**config.mk**
```make
export PLATFORM = sky130hd
export DESIGN_NAME = sedx_sqrt
export DESIGN_NICKNAME = d
export VERILOG_FILES = /design/src/rtl/sedx_pkg.sv /design/src/rtl/sedx_sqrt.sv
export SDC_FILE = /design/constraint.sdc
export NUM_CORES = 2
export LEC_CHECK = 0
export BUFFER_PORTS_ARGS = -buffer_cell sky130_fd_sc_hd__buf_2
export CAP_MARGIN = 15
export CORE_MARGIN = 2
export CORE_UTILIZATION = 64
export CTS_CLUSTER_DIAMETER = 40
export DETAILED_ROUTE_END_ITERATION = 8
export PLACE_DENSITY = 0.81
export SLEW_MARGIN = 20
export SYNTH_ARGS = -nofsm -noshare
export SYNTH_HDL_FRONTEND = slang
export SYNTH_SLANG_ARGS = --single-unit
```
**constraint.sdc**
```tcl
create_clock -name clk -period 7.3 [get_ports clk]
set_clock_uncertainty 0.15 [all_clocks]
set_input_delay 1.825 -clock clk [delete_from_list [all_inputs] [get_ports clk]]
set_output_delay 1.825 -clock clk [all_outputs]
set_load 0.02 [all_outputs]
```
**src/rtl/sedx_pkg.sv**
```systemverilog
`default_nettype none
package sedx_pkg;

  localparam int FRAC_BITS = 16;
  localparam int VW        = 39;
  localparam int IW        = 31;
  localparam int CW        = 17;
  localparam int OW        = 32;
  localparam int NREG      = 8;
  localparam int REG_IW    = 3;

  typedef logic [VW-1:0] q_t;

  typedef struct packed {
    logic sat;
    q_t   v;
  } qs_t;

  typedef enum logic [REG_IW-1:0] {
    REG_ERO_BASE   = 3'd0,
    REG_DEP_STRESS = 3'd1,
    REG_RHO        = 3'd2,
    REG_KNEE       = 3'd3,
    REG_SLOPE      = 3'd4,
    REG_ERO_RATIO  = 3'd5,
    REG_PICKUP     = 3'd6,
    REG_UCR        = 3'd7
  } reg_idx_t;

  localparam q_t LIM     = {VW{1'b1}};
  localparam q_t Q_ONE   = q_t'(64'd1 << FRAC_BITS);
  localparam q_t Q_5_4   = q_t'(((64'd5 << FRAC_BITS) + 64'd2) / 64'd4);
  localparam q_t Q_19_4  = q_t'(((64'd19 << FRAC_BITS) + 64'd2) / 64'd4);
  localparam q_t Q_434   = q_t'(((64'd434 << FRAC_BITS) + 64'd500) / 64'd1000);
  localparam q_t Q_5975  = q_t'(((64'd5975 << FRAC_BITS) + 64'd500) / 64'd1000);
  localparam q_t Q_2888  = q_t'(((64'd2888 << FRAC_BITS) + 64'd500) / 64'd1000);
  localparam q_t Q_3_10  = q_t'(((64'd3 << FRAC_BITS) + 64'd5) / 64'd10);

  localparam int DIV_STEP   = 3;
  localparam int DIV_STAGES = VW / DIV_STEP;
  localparam int DIV_LAT    = DIV_STAGES + 1;

  localparam int SQ_IW     = VW + FRAC_BITS;
  localparam int SQ_STEP   = 2;
  localparam int SQ_STAGES = (SQ_IW + 2 * SQ_STEP - 1) / (2 * SQ_STEP);
  localparam int SQ_RW     = SQ_STAGES * SQ_STEP;
  localparam int SQ_LAT    = SQ_STAGES + 1;

  localparam int OUT_LAT = 15 + 2 * DIV_LAT + SQ_LAT;

  function automatic qs_t mulq(q_t a, q_t b);
    logic [2*VW-1:0] p;
    qs_t r;
    p = {{VW{1'b0}}, a} * {{VW{1'b0}}, b};
    r.sat = |p[2*VW-1:VW+FRAC_BITS];
    r.v   = r.sat ? LIM : p[VW+FRAC_BITS-1:FRAC_BITS];
    return r;
  endfunction

  function automatic qs_t addq(q_t a, q_t b);
    logic [VW:0] s;
    qs_t r;
    s = {1'b0, a} + {1'b0, b};
    r.sat = s[VW];
    r.v   = r.sat ? LIM : s[VW-1:0];
    return r;
  endfunction

endpackage
`default_nettype wire

```
**src/rtl/sedx_sqrt.sv**
```systemverilog
`default_nettype none
module sedx_sqrt (
  input  logic          clk,
  input  logic          rst_n,
  input  logic          in_vld,
  input  sedx_pkg::q_t  x,
  output logic          out_vld,
  output sedx_pkg::q_t  root
);
  import sedx_pkg::*;

  typedef struct packed {
    logic [2*SQ_RW-1:0] op;
    logic [SQ_RW+1:0]   rem;
    logic [SQ_RW-1:0]   rt;
  } sst_t;

  sst_t               st_r  [SQ_STAGES+1];
  sst_t               nxt   [SQ_STAGES+1];
  logic [SQ_STAGES:0] vld_r;

  function automatic sst_t sq_step(sst_t s);
    sst_t             r;
    logic [SQ_RW+1:0] rn;
    logic [SQ_RW+1:0] tr;
    r = s;
    for (int j = 0; j < SQ_STEP; j++) begin
      rn   = {r.rem[SQ_RW-1:0], r.op[2*SQ_RW-1 -: 2]};
      tr   = {r.rt, 2'b01};
      r.op = {r.op[2*SQ_RW-3:0], 2'b00};
      if (rn >= tr) begin
        r.rem = rn - tr;
        r.rt  = {r.rt[SQ_RW-2:0], 1'b1};
      end else begin
        r.rem = rn;
        r.rt  = {r.rt[SQ_RW-2:0], 1'b0};
      end
    end
    return r;
  endfunction

  always_comb begin
    nxt[0].op  = (2*SQ_RW)'({x, {FRAC_BITS{1'b0}}});
    nxt[0].rem = '0;
    nxt[0].rt  = '0;
    for (int k = 1; k <= SQ_STAGES; k++) begin
      nxt[k] = sq_step(st_r[k-1]);
    end
  end

  always_ff @(posedge clk) begin
    for (int k = 0; k <= SQ_STAGES; k++) begin
      st_r[k] <= nxt[k];
    end
    if (!rst_n) begin
      vld_r <= '0;
    end else begin
      vld_r <= {vld_r[SQ_STAGES-1:0], in_vld};
    end
  end

  assign out_vld = vld_r[SQ_STAGES];
  assign root    = q_t'(st_r[SQ_STAGES].rt);

endmodule
`default_nettype wire

```
==> reports/qor.txt <==
utilization after layout - 70.7%
CTS Hold Bufs - 0
number of DRC markers in iteration 0 - 2992
synthesized cell area - 46800 sq um
CP arrival - 7220 ps
Critical Path RT - 7710 ps
FF-to-FF End - st_r[1][581]
initial antenna violation count - 0
Clk pwr share - 25.9%
row cnt - 99
number of global-route vias before repair - 36700
Placed Area - 47700 sq um
wirelength, routed - 112000 microns
clk slew on worst S/H paths - 50 ps
Logic pwr share - 43.5%
RR Startpoint - st_r[1][469]
vias per cell - 6.06
Distinct cells, synth - 125
RSZ-0062 raised after global routing - false
final RePlAce weighted congestion - 0.974
final instance area - 51300 sq um
maximum number of pins on one net before global-route repair - 43
Hold Path End - st_r[0][324]
Overflow after GRT - 0
Top FF cell, synth - dfxtp_1
Worst slew margin - 28.6%
Worst Max-Slew Pin Slew - 1060 ps
pre-CTS WS - 344 ps
Static Leak - 23.7 nW
count of state elements after synthesis - 782
hold_ws - 165 ps
WHS Path Cells - 0
die area - 75200 sq um
Placed Instances - 6265
GRT Overall Usage - 28.9%
setup TNS - 0 ps
Setup crit end kind - register
largest cells by area after synthesis - dfxtp_1 (33%), ha_1 (11%), xnor2_1 (6.0%)
worst min path class - reg2reg
hold_sp - st_r[0][210]
Die X - 274 microns
average routed wire per standard cell - 17.4 microns
switching part of the total power - 39.4%
P_int - 12.0 mW
ant diodes - 0
total I/O pin count - 82
chip height - 274 microns
Period Utilization, post-route - 93.3%
Clk Latency, worst-skew pair - 670 ps
final std cells w/o fill - 6447
first-pass GRT wire length - 181000 microns
asr flop ratio synth - 0%
Yosys warning total - 0
final setup violation count - 0
share of the synthesized area in the top cell type - 33.5%
proportion of synthesized chip area in sequential cells - 33.5%
Final ANT Viol Nets - 0
CP max stage delay - 450 ps
total power - 19.8 mW
startpoint types - register
CTS buffer count - 98
post-layout min period - 6810 ps
Max clock buf depth - 3
first drt pass iteration count - 6
Yosys top cell by area - dfxtp_1
Core Region - 72600 sq um
vias post-DR - 39100
Worst Path Max Fanout - 25
NetSw - 7.81 mW
Root Buffer - clkbuf_16
most frequent cells in the layout - dfxtp_1 (782), nor2_1 (450), a21oi_1 (429), ha_1 (411), inv_1 (343)
most common cell after layout, fill and taps aside - dfxtp_1
Max H-tree Level - 3
share of layout cells above drive strength 1 - 8.82%
Final HPWL DP - 85800 microns
drc violations - 0
area grow syn2layout - 9.77%
Layout Nets - 5866
fin worst setup slack - 491 ps
clock sink count - 782
slowest CP cell - and3_2
gate count after technology mapping - 5367
synthesized area per cell - 8.71 sq um
max frequency - 147 MHz
endpoints failing hold - 0
EDFF count, synth - 0
PwrDens - 386 nW/um^2
Max IR drop VDD - 0.308 mV
Filler Cells Inserted - 5786
R2R Setup Slk - 490 ps
maxcap violations - 0
Starting Density - 64.4%
fin. max-slew vios - 0
status - complete, no violations
worst setup path category - reg2reg
Sequential Power Share - 30.5%
CTS tree - yes
cell count of the worst reg-to-reg path - 26
IO buf count - 70
-- layout make-up --
class	instances	area [sq um]	share of cell area, %
well taps	959	1200	2.34
clock buffers	114	2590	5.05
repair buffers	100	588	1.15
clock inverters	68	1010	1.96
multi-input cells	4071	29000	56.4
flip-flops and latches	782	15700	30.5
inverters	353	1330	2.58
-- registers in the layout, indices dropped and copies added (netlist names) --
signal	flops
vld_r	15
st_r	767
-- metal layers --
metal / track usage [%] / share of wire (%) / vias to the layer above
li1: - / - / 19300
met1: 38.3 / 44 / 18300
met2: 49.2 / 47 / 1282
met3: 3.54 / 6.2 / 243
met4: 8.81 / 2.7 / 0
met5: 0 / 0 / -
-- power by group through the flow --
stage / Clock [mW] / Combinational (mW) / Sequential [mW]
4_1_cts: 5.22 / 8.51 / 6.03
2_1_floorplan: 0 / 6.92 / 5.71
3_3_place_gp: 0 / 8.20 / 6.10
5_1_grt: 5.42 / 9.55 / 6.14
3_5_place_dp: 0 / 8.38 / 6.11
6_report: 5.14 / 8.63 / 6.06
-- cells in the mapped netlist, types with 47 or more instances --
cell type    n
o21a_1      66
mux2_2      97
nand2b_1    64
or3_1       57
a21o_1     172
dfxtp_1    782
xor2_1     196
nor2_1     451
o21ai_0    199
nor2b_1     64
inv_1      343
nand2_1    332
ha_1       411
a21oi_1    429
xnor2_1    321
and3_1      47
nand3_1    112
nand4_1     79
nor3_1     131
clkbuf_1    79
-- critical path, delay by kind of cell, from the launching register on --
family | cells | cell delay (ps)
simple gates | 6 | 1520
compound gates | 12 | 3060
mux | 1 | 350
buf+inv | 4 | 600
flops | 1 | 360
fa+ha+maj | 3 | 640
-- worst max path at each step --
| stage | slack [ps] | endpoint | cells past startpoint | from |
|---|---|---|---|---|
| after CTS | 200 | st_r[1][581] | 26 | st_r[1][469] |
| after global routing | 20 | st_r[1][588] | 27 | st_r[1][469] |
| final | 490 | st_r[1][581] | 26 | st_r[1][469] |
| after floorplan | 640 | st_r[1][590] | 28 | st_r[1][469] |
| after global placement | 630 | st_r[1][477] | 24 | st_r[1][359] |
| after detailed placement | 340 | st_r[1][581] | 26 | st_r[1][469] |
-- logic make-up after synthesis --
logic type	Yosys count	share of synthesized area (%)
and+or+nand+nor	1616	17.9
AOI/OAI and AO/OA	1345	19.0
DFF	782	33.5
buffers and inverters	524	4.74
xor gates and xnor gates	518	9.72
adders and majority gates	418	11.3
muxes	163	3.85
other	1	0.00802
-- repair_timing --
item                                   in CTS  in global routing
gates resized for setup                     0                  3
setup buffers                               0                  0
endpoints found under the hold margin       0                  0
setup endpoints to repair                   0                 49
No activity file was read; power rests on OpenSTA's default activity.
